<file path="src/rtl/accel_two_point_to_milli_g_assert.svh">
// Assertion macros for the two-point accelerometer calibration block.
// Used by the top level; needs clk_i and rst_ni in the including scope.
`ifndef ACCEL_TWO_POINT_TO_MILLI_G_ASSERT_SVH
`define ACCEL_TWO_POINT_TO_MILLI_G_ASSERT_SVH

// Same-cycle implication, checked out of reset.
`define ATPM_ASSERT_IMP(label, ante, cons) \
  label: assert property (@(posedge clk_i) disable iff (!rst_ni) (ante) |-> (cons)) \
    else $error("atpm: same-cycle check failed");

// Next-cycle implication, checked out of reset.
`define ATPM_ASSERT_NXT(label, ante, cons) \
  label: assert property (@(posedge clk_i) disable iff (!rst_ni) (ante) |=> (cons)) \
    else $error("atpm: next-cycle check failed");

`endif

</file>
<file path="src/rtl/atpm_pkg.sv">
// Shared types and constants for the two-point accelerometer calibration block.
// No dependencies.
package atpm_pkg;

  localparam int SampleBitsDef = 10;
  localparam int AxisBits      = 2;
  localparam int NumAxes       = 3;
  localparam int RegIdxBits    = 3;
  localparam int MgPerG        = 1000;
  localparam int MgPerGBits    = 10;
  localparam int MilliGBits    = 16;
  localparam int MilliGMax     = 32767;
  localparam int MilliGMinMag  = 32768;
  localparam int PlusGReset    = 1023;

  typedef enum logic [RegIdxBits-1:0] {
    REG_MINUS_X,
    REG_PLUS_X,
    REG_MINUS_Y,
    REG_PLUS_Y,
    REG_MINUS_Z,
    REG_PLUS_Z
  } atpm_reg_e;

  typedef enum logic [AxisBits-1:0] {
    AXIS_X,
    AXIS_Y,
    AXIS_Z
  } atpm_axis_e;

  typedef enum logic [1:0] {
    STATUS_OK,
    STATUS_SAT,
    STATUS_ZERO_SENS
  } atpm_status_e;

  typedef struct packed {
    logic neg;
    logic zero_sens;
  } atpm_side_t;

endpackage

</file>
<file path="src/rtl/atpm_prep.sv">
// First stage: axis calibration select, zero point, sensitivity and offset magnitude.
// Depends on atpm_pkg.
module atpm_prep #(
  parameter int SAMPLE_BITS = atpm_pkg::SampleBitsDef
) (
  input  logic                                          clk_i,
  input  logic                                          rst_ni,
  input  logic                                          en_i,
  input  logic                                          valid_i,
  input  logic [SAMPLE_BITS-1:0]                        sample_i,
  input  logic [atpm_pkg::AxisBits-1:0]                 axis_i,
  input  logic [atpm_pkg::NumAxes-1:0][SAMPLE_BITS-1:0] minus_i,
  input  logic [atpm_pkg::NumAxes-1:0][SAMPLE_BITS-1:0] plus_i,
  output logic                                          valid_o,
  output logic [SAMPLE_BITS-1:0]                        diff_mag_o,
  output logic [SAMPLE_BITS-2:0]                        sens_mag_o,
  output atpm_pkg::atpm_side_t                          side_o
);

  logic [SAMPLE_BITS-1:0]   lo;
  logic [SAMPLE_BITS-1:0]   hi;
  logic                     axis_ok;
  logic [SAMPLE_BITS:0]     sum;
  logic [SAMPLE_BITS-1:0]   zero;
  logic signed [SAMPLE_BITS:0] span;
  logic signed [SAMPLE_BITS:0] diff;
  logic [SAMPLE_BITS-1:0]   span_abs;

  logic                     valid_q;
  logic [SAMPLE_BITS-1:0]   diff_mag_d, diff_mag_q;
  logic [SAMPLE_BITS-2:0]   sens_mag_d, sens_mag_q;
  atpm_pkg::atpm_side_t     side_d, side_q;

  always_comb begin
    lo      = '0;
    hi      = '0;
    axis_ok = 1'b1;
    case (atpm_pkg::atpm_axis_e'(axis_i))
      atpm_pkg::AXIS_X: begin
        lo = minus_i[0];
        hi = plus_i[0];
      end
      atpm_pkg::AXIS_Y: begin
        lo = minus_i[1];
        hi = plus_i[1];
      end
      atpm_pkg::AXIS_Z: begin
        lo = minus_i[2];
        hi = plus_i[2];
      end
      default: axis_ok = 1'b0;
    endcase
  end

  assign sum  = {1'b0, hi} + {1'b0, lo};
  assign zero = sum[SAMPLE_BITS:1];
  assign span = $signed({1'b0, hi}) - $signed({1'b0, lo});
  assign diff = $signed({1'b0, sample_i}) - $signed({1'b0, zero});

  assign span_abs   = span[SAMPLE_BITS] ? SAMPLE_BITS'(-span) : SAMPLE_BITS'(span);
  assign diff_mag_d = diff[SAMPLE_BITS] ? SAMPLE_BITS'(-diff) : SAMPLE_BITS'(diff);
  assign sens_mag_d = span_abs[SAMPLE_BITS-1:1];

  assign side_d.neg       = diff[SAMPLE_BITS] ^ span[SAMPLE_BITS];
  assign side_d.zero_sens = !axis_ok || (sens_mag_d == '0);

  always_ff @(posedge clk_i or negedge rst_ni) begin
    if (!rst_ni) begin
      valid_q <= 1'b0;
    end else if (en_i) begin
      valid_q <= valid_i;
    end
  end

  always_ff @(posedge clk_i) begin
    if (en_i) begin
      diff_mag_q <= diff_mag_d;
      sens_mag_q <= sens_mag_d;
      side_q     <= side_d;
    end
  end

  assign valid_o    = valid_q;
  assign diff_mag_o = diff_mag_q;
  assign sens_mag_o = sens_mag_q;
  assign side_o     = side_q;

endmodule

</file>
<file path="src/rtl/atpm_mul.sv">
// Second stage: scale the offset magnitude to milli-g units.
// Depends on atpm_pkg.
module atpm_mul #(
  parameter int SAMPLE_BITS = atpm_pkg::SampleBitsDef
) (
  input  logic                                          clk_i,
  input  logic                                          rst_ni,
  input  logic                                          en_i,
  input  logic                                          valid_i,
  input  logic [SAMPLE_BITS-1:0]                        diff_mag_i,
  input  logic [SAMPLE_BITS-2:0]                        sens_mag_i,
  input  atpm_pkg::atpm_side_t                          side_i,
  output logic                                          valid_o,
  output logic [SAMPLE_BITS+atpm_pkg::MgPerGBits-1:0]   prod_o,
  output logic [SAMPLE_BITS-2:0]                        sens_mag_o,
  output atpm_pkg::atpm_side_t                          side_o
);

  localparam int ProdBits = SAMPLE_BITS + atpm_pkg::MgPerGBits;

  logic                  valid_q;
  logic [ProdBits-1:0]   prod_d, prod_q;
  logic [SAMPLE_BITS-2:0] sens_mag_q;
  atpm_pkg::atpm_side_t  side_q;

  assign prod_d = ProdBits'(diff_mag_i) * ProdBits'(atpm_pkg::MgPerG);

  always_ff @(posedge clk_i or negedge rst_ni) begin
    if (!rst_ni) begin
      valid_q <= 1'b0;
    end else if (en_i) begin
      valid_q <= valid_i;
    end
  end

  always_ff @(posedge clk_i) begin
    if (en_i) begin
      prod_q     <= prod_d;
      sens_mag_q <= sens_mag_i;
      side_q     <= side_i;
    end
  end

  assign valid_o    = valid_q;
  assign prod_o     = prod_q;
  assign sens_mag_o = sens_mag_q;
  assign side_o     = side_q;

endmodule

</file>
<file path="src/rtl/atpm_div.sv">
// Pipelined restoring divider, one quotient bit per stage, sideband carried along.
// Depends on atpm_pkg.
module atpm_div #(
  parameter int NUM_BITS = atpm_pkg::SampleBitsDef + atpm_pkg::MgPerGBits,
  parameter int DEN_BITS = atpm_pkg::SampleBitsDef - 1
) (
  input  logic                 clk_i,
  input  logic                 rst_ni,
  input  logic                 en_i,
  input  logic                 valid_i,
  input  logic [NUM_BITS-1:0]  num_i,
  input  logic [DEN_BITS-1:0]  den_i,
  input  atpm_pkg::atpm_side_t side_i,
  output logic                 valid_o,
  output logic [NUM_BITS-1:0]  quo_o,
  output atpm_pkg::atpm_side_t side_o
);

  logic                 valid_s [NUM_BITS];
  logic [NUM_BITS-1:0]  nq_s    [NUM_BITS];
  logic [DEN_BITS-1:0]  rem_s   [NUM_BITS];
  logic [DEN_BITS-1:0]  den_s   [NUM_BITS];
  atpm_pkg::atpm_side_t side_s  [NUM_BITS];

  for (genvar k = 0; k < NUM_BITS; k++) begin : g_stage
    logic                 valid_in;
    logic [NUM_BITS-1:0]  nq_in;
    logic [DEN_BITS-1:0]  rem_in;
    logic [DEN_BITS-1:0]  den_in;
    atpm_pkg::atpm_side_t side_in;
    logic [DEN_BITS:0]    trial;
    logic                 take;
    logic                 valid_q;
    logic [NUM_BITS-1:0]  nq_d, nq_q;
    logic [DEN_BITS-1:0]  rem_d, rem_q;
    logic [DEN_BITS-1:0]  den_q;
    atpm_pkg::atpm_side_t side_q;

    if (k == 0) begin : g_first
      assign valid_in = valid_i;
      assign nq_in    = num_i;
      assign rem_in   = '0;
      assign den_in   = den_i;
      assign side_in  = side_i;
    end else begin : g_next
      assign valid_in = valid_s[k-1];
      assign nq_in    = nq_s[k-1];
      assign rem_in   = rem_s[k-1];
      assign den_in   = den_s[k-1];
      assign side_in  = side_s[k-1];
    end

    assign trial = {rem_in, nq_in[NUM_BITS-1]};
    assign take  = trial >= {1'b0, den_in};
    assign rem_d = take ? DEN_BITS'(trial - {1'b0, den_in}) : trial[DEN_BITS-1:0];
    assign nq_d  = {nq_in[NUM_BITS-2:0], take};

    always_ff @(posedge clk_i or negedge rst_ni) begin
      if (!rst_ni) begin
        valid_q <= 1'b0;
      end else if (en_i) begin
        valid_q <= valid_in;
      end
    end

    always_ff @(posedge clk_i) begin
      if (en_i) begin
        nq_q   <= nq_d;
        rem_q  <= rem_d;
        den_q  <= den_in;
        side_q <= side_in;
      end
    end

    assign valid_s[k] = valid_q;
    assign nq_s[k]    = nq_q;
    assign rem_s[k]   = rem_q;
    assign den_s[k]   = den_q;
    assign side_s[k]  = side_q;
  end

  assign valid_o = valid_s[NUM_BITS-1];
  assign quo_o   = nq_s[NUM_BITS-1];
  assign side_o  = side_s[NUM_BITS-1];

endmodule

</file>
<file path="src/rtl/accel_two_point_to_milli_g.sv">
// Pipeline stages from input accept to result:
// one select stage, one scaling multiply, one divider stage per quotient bit, one output register.
// Throughput: one item per cycle; a stalled result freezes every stage of the pipeline.
// Reset clears all valid bits and loads minus readings with 0 and plus readings with 1023.
// Top level: calibration registers, pipeline stages, saturation and output register.
// Depends on atpm_pkg, atpm_prep, atpm_mul, atpm_div and the assertion macro header.
`include "accel_two_point_to_milli_g_assert.svh"

module accel_two_point_to_milli_g #(
  parameter int SAMPLE_BITS = atpm_pkg::SampleBitsDef
) (
  input  logic                                 clk_i,
  input  logic                                 rst_ni,
  input  logic                                 cfg_we_i,
  input  logic [atpm_pkg::RegIdxBits-1:0]      cfg_idx_i,
  input  logic [SAMPLE_BITS-1:0]               cfg_data_i,
  input  logic                                 in_valid_i,
  output logic                                 in_stall_o,
  input  logic [SAMPLE_BITS-1:0]               sample_i,
  input  logic [atpm_pkg::AxisBits-1:0]        axis_i,
  output logic                                 out_valid_o,
  input  logic                                 out_stall_i,
  output logic signed [atpm_pkg::MilliGBits-1:0] milli_g_o,
  output logic [1:0]                           status_o
);

  localparam int NumBits = SAMPLE_BITS + atpm_pkg::MgPerGBits;
  localparam int DenBits = SAMPLE_BITS - 1;
  localparam logic [SAMPLE_BITS-1:0] PlusReset = SAMPLE_BITS'(atpm_pkg::PlusGReset);
  localparam logic [NumBits-1:0] PosLimit = NumBits'(atpm_pkg::MilliGMax);
  localparam logic [NumBits-1:0] NegLimit = NumBits'(atpm_pkg::MilliGMinMag);
  localparam logic [atpm_pkg::MilliGBits-1:0] SatPos =
    atpm_pkg::MilliGBits'(atpm_pkg::MilliGMax);
  localparam logic [atpm_pkg::MilliGBits-1:0] SatNeg =
    atpm_pkg::MilliGBits'(atpm_pkg::MilliGMinMag);

  logic [atpm_pkg::NumAxes-1:0][SAMPLE_BITS-1:0] minus_q;
  logic [atpm_pkg::NumAxes-1:0][SAMPLE_BITS-1:0] plus_q;

  logic                   en;
  logic                   prep_valid;
  logic [SAMPLE_BITS-1:0] prep_diff_mag;
  logic [DenBits-1:0]     prep_sens_mag;
  atpm_pkg::atpm_side_t   prep_side;
  logic                   mul_valid;
  logic [NumBits-1:0]     mul_prod;
  logic [DenBits-1:0]     mul_sens_mag;
  atpm_pkg::atpm_side_t   mul_side;
  logic                   div_valid;
  logic [NumBits-1:0]     div_quo;
  atpm_pkg::atpm_side_t   div_side;

  logic                                out_valid_q;
  logic [atpm_pkg::MilliGBits-1:0]     milli_d, milli_q;
  atpm_pkg::atpm_status_e              status_d, status_q;

  always_ff @(posedge clk_i or negedge rst_ni) begin
    if (!rst_ni) begin
      for (int a = 0; a < atpm_pkg::NumAxes; a++) begin
        minus_q[a] <= '0;
        plus_q[a]  <= PlusReset;
      end
    end else if (cfg_we_i) begin
      case (atpm_pkg::atpm_reg_e'(cfg_idx_i))
        atpm_pkg::REG_MINUS_X: minus_q[0] <= cfg_data_i;
        atpm_pkg::REG_PLUS_X:  plus_q[0]  <= cfg_data_i;
        atpm_pkg::REG_MINUS_Y: minus_q[1] <= cfg_data_i;
        atpm_pkg::REG_PLUS_Y:  plus_q[1]  <= cfg_data_i;
        atpm_pkg::REG_MINUS_Z: minus_q[2] <= cfg_data_i;
        atpm_pkg::REG_PLUS_Z:  plus_q[2]  <= cfg_data_i;
        default: ;
      endcase
    end
  end

  // advance everything unless a finished result is held
  assign en         = !out_valid_q || !out_stall_i;
  assign in_stall_o = !en;

  atpm_prep #(
    .SAMPLE_BITS(SAMPLE_BITS)
  ) u_prep (
    .clk_i      (clk_i),
    .rst_ni     (rst_ni),
    .en_i       (en),
    .valid_i    (in_valid_i),
    .sample_i   (sample_i),
    .axis_i     (axis_i),
    .minus_i    (minus_q),
    .plus_i     (plus_q),
    .valid_o    (prep_valid),
    .diff_mag_o (prep_diff_mag),
    .sens_mag_o (prep_sens_mag),
    .side_o     (prep_side)
  );

  atpm_mul #(
    .SAMPLE_BITS(SAMPLE_BITS)
  ) u_mul (
    .clk_i      (clk_i),
    .rst_ni     (rst_ni),
    .en_i       (en),
    .valid_i    (prep_valid),
    .diff_mag_i (prep_diff_mag),
    .sens_mag_i (prep_sens_mag),
    .side_i     (prep_side),
    .valid_o    (mul_valid),
    .prod_o     (mul_prod),
    .sens_mag_o (mul_sens_mag),
    .side_o     (mul_side)
  );

  atpm_div #(
    .NUM_BITS(NumBits),
    .DEN_BITS(DenBits)
  ) u_div (
    .clk_i   (clk_i),
    .rst_ni  (rst_ni),
    .en_i    (en),
    .valid_i (mul_valid),
    .num_i   (mul_prod),
    .den_i   (mul_sens_mag),
    .side_i  (mul_side),
    .valid_o (div_valid),
    .quo_o   (div_quo),
    .side_o  (div_side)
  );

  always_comb begin
    milli_d  = '0;
    status_d = atpm_pkg::STATUS_OK;
    if (div_side.zero_sens) begin
      status_d = atpm_pkg::STATUS_ZERO_SENS;
    end else if (!div_side.neg) begin
      if (div_quo > PosLimit) begin
        milli_d  = SatPos;
        status_d = atpm_pkg::STATUS_SAT;
      end else begin
        milli_d = div_quo[atpm_pkg::MilliGBits-1:0];
      end
    end else begin
      if (div_quo > NegLimit) begin
        milli_d  = SatNeg;
        status_d = atpm_pkg::STATUS_SAT;
      end else begin
        milli_d = -div_quo[atpm_pkg::MilliGBits-1:0];
      end
    end
  end

  always_ff @(posedge clk_i or negedge rst_ni) begin
    if (!rst_ni) begin
      out_valid_q <= 1'b0;
    end else if (en) begin
      out_valid_q <= div_valid;
    end
  end

  always_ff @(posedge clk_i) begin
    if (en) begin
      milli_q  <= milli_d;
      status_q <= status_d;
    end
  end

  assign out_valid_o = out_valid_q;
  assign milli_g_o   = $signed(milli_q);
  assign status_o    = status_q;

  `ATPM_ASSERT_IMP(a_zero_sens_value, out_valid_o && status_o == atpm_pkg::STATUS_ZERO_SENS, milli_g_o == '0)
  `ATPM_ASSERT_IMP(a_sat_value, out_valid_o && status_o == atpm_pkg::STATUS_SAT, milli_q == SatPos || milli_q == SatNeg)
  `ATPM_ASSERT_IMP(a_stall_cause, in_stall_o, out_valid_o && out_stall_i)
  `ATPM_ASSERT_NXT(a_flow_through, !in_stall_o && div_valid, out_valid_o)

endmodule

</file>
<file path="config.mk">
export PLATFORM = sky130hd
export DESIGN_NAME = accel_two_point_to_milli_g
export DESIGN_NICKNAME = d
export VERILOG_FILES = /design/src/rtl/atpm_pkg.sv /design/src/rtl/atpm_prep.sv /design/src/rtl/atpm_mul.sv /design/src/rtl/atpm_div.sv /design/src/rtl/accel_two_point_to_milli_g.sv
export VERILOG_INCLUDE_DIRS = /design/src /design/src/rtl
export SDC_FILE = /design/constraint.sdc
export NUM_CORES = 2
export LEC_CHECK = 0
export BUFFER_PORTS_ARGS = -buffer_cell sky130_fd_sc_hd__buf_2
export CORE_ASPECT_RATIO = 2
export CORE_MARGIN = 2
export CORE_UTILIZATION = 60
export CTS_CLUSTER_SIZE = 30
export DETAILED_ROUTE_END_ITERATION = 6
export GPL_TIMING_DRIVEN = 0
export PLACE_DENSITY_LB_ADDON = 0.12
export SLEW_MARGIN = 10
export SYNTH_ARGS = -nofsm -noshare
export SYNTH_HDL_FRONTEND = slang
export SYNTH_SLANG_ARGS = --single-unit
</file>
<file path="constraint.sdc">
create_clock -name clk_i -period 50.2 [get_ports clk_i]
set_input_delay 10.04 -clock clk_i [delete_from_list [all_inputs] [get_ports clk_i]]
set_output_delay 10.04 -clock clk_i [all_outputs]
set_load 0.005 [all_outputs]
</file>
==> out/metrics.yaml <==
status: "completed"
die_area_mm2: 0.06935
crit_required_ps: 40160
ctsResizeCount: 0
totalWireLength_um: 77880
hold_violations: 0
clock.fmax_mhz: 46.44
dpl_worst_slack_ps: 28640
crit_path_start_kind: "primary input"
vias_per_cell: 5.637
post_route_cells_drive_above_1_share_pct: 10.34
start_util_pct: 60.52
worstPathMaxFanout: 62
most_instantiated_flip_flop_cell_in_the_synthesis_netlist: "edfxtp_1"
clock-skew-final_ps: 24.83
place.port_buffers: 48
synth.top_cell.area_share_pct: 59.27
fraction_of_the_yosys_area_taken_by_sequential_cells_pct: 64.52
final_nets: 3461
maxCapViolCount: 0
cts_setup_buffers: 0
ys_async_sr_fraction_pct: 9.453
yosysWarningCount: 0
final_cell_mix: "795 x edfxtp_1, 353 x inv_1, 249 x a21oi_1"
netlist-cell-type-count: 70
clock_sink_count: 878
final-setup-viol-count: 0
grt-ovfl-total: 0
post_synth_instance_area_mm2: 0.04028
clock_slew_at_reported_path_ffs_ps: 60
die_h_um: 370.4
cell_type_with_the_highest_aggregate_area_in_the_netlist: "edfxtp_1"
final_min_period_over_clock_period_pct: 42.90
layout-area-overhead-vs-synth_pct: 10.36
synth.avg_cell_area_um2: 13.46
placement_rows: 134
grtUsageTotal_pct: 23.06
final_core_utilization_pct: 66.79
antenna_found_initial: 3
core_area_mm2: 0.06656
grt_start_max_net_pins: 69
first_global_vias: 24500
postRouteAntennaNets: 0
slew_violations: 0
post-route-drc-count: 0
post_synth_inst_count: 2992
grt_pass1_wl_um: 122400
post_drt_wl_per_cell_um: 19.09
setup_repair_after_global_routing_missed_its_margin: "false"
worst-slew-pin-transition_ps: 1007
clock_insertion_delay_worst_skew_ps: 660
drt_pass1_iterations: 7
gp_congestion: 0.9175
drt_iter0_markers: 1003
crit_type: "in -> out"
max-clock-path-buffers: 3
cts-root-buf: "clkbuf_16"
relSlewSlack_pct: 32.86
dr_total_vias: 22990
holdBufCountCts: 0
setup-tns-final_ps: 0
layout_commonest_cell: "edfxtp_1"
min_path_cells: 0
fp.dieW_um: 187.2
synth.area.top_cells: "edfxtp_1 59%, ha_1 7.6%, dfrtp_1 3.3%"
endpoint_kind: "output port"
final_period_minus_worst_setup_slack_ps: 21530
fin_ws_ps: 28670
worst_ep_arrival_time_ps: 11490
tritoncts_buffers: 76
clock_tree.htree_level_count: 3
cts_tree: "yes"
top_level_ports: 50
worstRegToRegCells: 19
postSynthRegisterBits: 878
synth_edf_count: 795
reg2reg_setup_slack_ps: 45070
min_path_type: "reg -> reg"
place.detailed.hpwl_um: 57270
synthesis.nets: 3319
[final timing paths]
path / from / to
setup / recovery: out_stall_i / in_stall_o
max in group asynchronous: rst_ni / plus_q[11]
min in group asynchronous: rst_ni / minus_q[14]
hold reg to reg: u_div.g_stage[15].nq_q[1] / u_div.g_stage[16].nq_q[2]
hold / removal: u_div.g_stage[15].nq_q[1] / u_div.g_stage[16].nq_q[2]
setup reg to reg: plus_q[2] / u_prep.diff_mag_o[4]
[registers in the layout, summed over array words and instances (netlist names), 2 cells and up]
| signal | count |
|---|---|
| u_div.side_o | 2 |
| u_prep.diff_mag_o | 10 |
| u_div.g_stage.den_in | 9 |
| u_div.g_stage.side_q | 36 |
| u_div.g_stage.nq_q | 309 |
| u_mul.side_o | 2 |
| u_div.g_stage.rem_in | 9 |
| u_div.g_stage.side_in | 2 |
| u_div.g_stage.rem_q | 162 |
| u_mul.prod_o | 17 |
| u_div.g_stage.den_q | 162 |
| status_o | 2 |
| u_div.quo_o | 20 |
| u_mul.sens_mag_o | 9 |
| milli_g_o | 16 |
| u_prep.side_o | 2 |
| plus_q | 30 |
| u_prep.sens_mag_o | 9 |
| u_div.g_stage.nq_in | 17 |
| minus_q | 30 |
| u_div.g_stage.valid_q | 18 |
[Yosys cell counts (3+ instances only)]
master	instances
edfxtp_1	795
inv_1	353
a21oi_1	249
ha_1	246
nor2_1	212
nand2_1	157
mux2_2	100
xnor2_1	98
o21ai_0	97
nor2b_1	61
dfrtp_1	53
nor3_1	53
fa_1	51
clkbuf_1	38
nand4_1	38
nand3_1	37
o31ai_1	32
dfstp_2	30
xor2_1	30
nand2b_1	27
a21boi_0	26
a21o_1	26
a211oi_1	20
mux2i_1	20
nor4bb_1	17
or3_1	17
a2111oi_0	9
a31oi_1	9
or2_2	8
o41ai_1	7
and2_1	5
nor4_1	5
o211a_1	5
buf_1	4
buf_2	4
nand4b_1	4
o21a_1	4
and4b_1	3
o21ai_1	3
o21bai_1	3
[worst max-delay path, cell delays in order]
cell and delay, ps:
buf_2 90, nand2_1 200, clkbuf_4 290, buf_16 310, buf_16 310, inv_1 60
buf_2 130
[final cells by class]
class	instances	area, um^2
sequential	878	25990
clock buffer	93	1977
clock inverter	43	426.7
multi-input combinational	1714	12780
inverter	353	1325
timing repair buffer	64	648.1
tap	884	1106
buffer	47	192.7
fill	4781	22110
antenna	3	7.507
[logic make-up (layout without fill, tap and decap cells)]
kind of cell / count (synthesis) / after routing / synth area share (%)
xor+xnor: 128 / 128 / 2.783
simple gates: 657 / 657 / 7.905
other cells: 0 / 3 / 0
flops: 878 / 878 / 64.52
fa+ha+maj: 297 / 297 / 10.18
buf+inv: 400 / 600 / 3.758
compound gates: 512 / 512 / 7.570
mux: 120 / 120 / 3.293
[stage by stage]
| stage | hold slack [ps] | std cells | area (um^2) |
|---|---|---|---|
| floorplan | 400.3 | 2992 | 40280 |
| global placement | 400.4 | 3924 | 41630 |
| detailed placement | 404.5 | 3940 | 42040 |
| CTS | 403.7 | 4076 | 44450 |
| global route | 417.9 | 4079 | 44460 |
| finish | 409.0 | 4079 | 44460 |
[per-layer routing]
layer  global-route usage [%]  wire length, um  up-vias
met3                    3.501             2277      237
met2                    47.05            45420      468
li1                         -                -    11050
met5                        0                0        -
met1                    19.60            24280    11240
met4                    16.42             5907        0
Power is not shown: default switching activity piles up to over one toggle a cycle in this logic, so the estimate is an artifact.
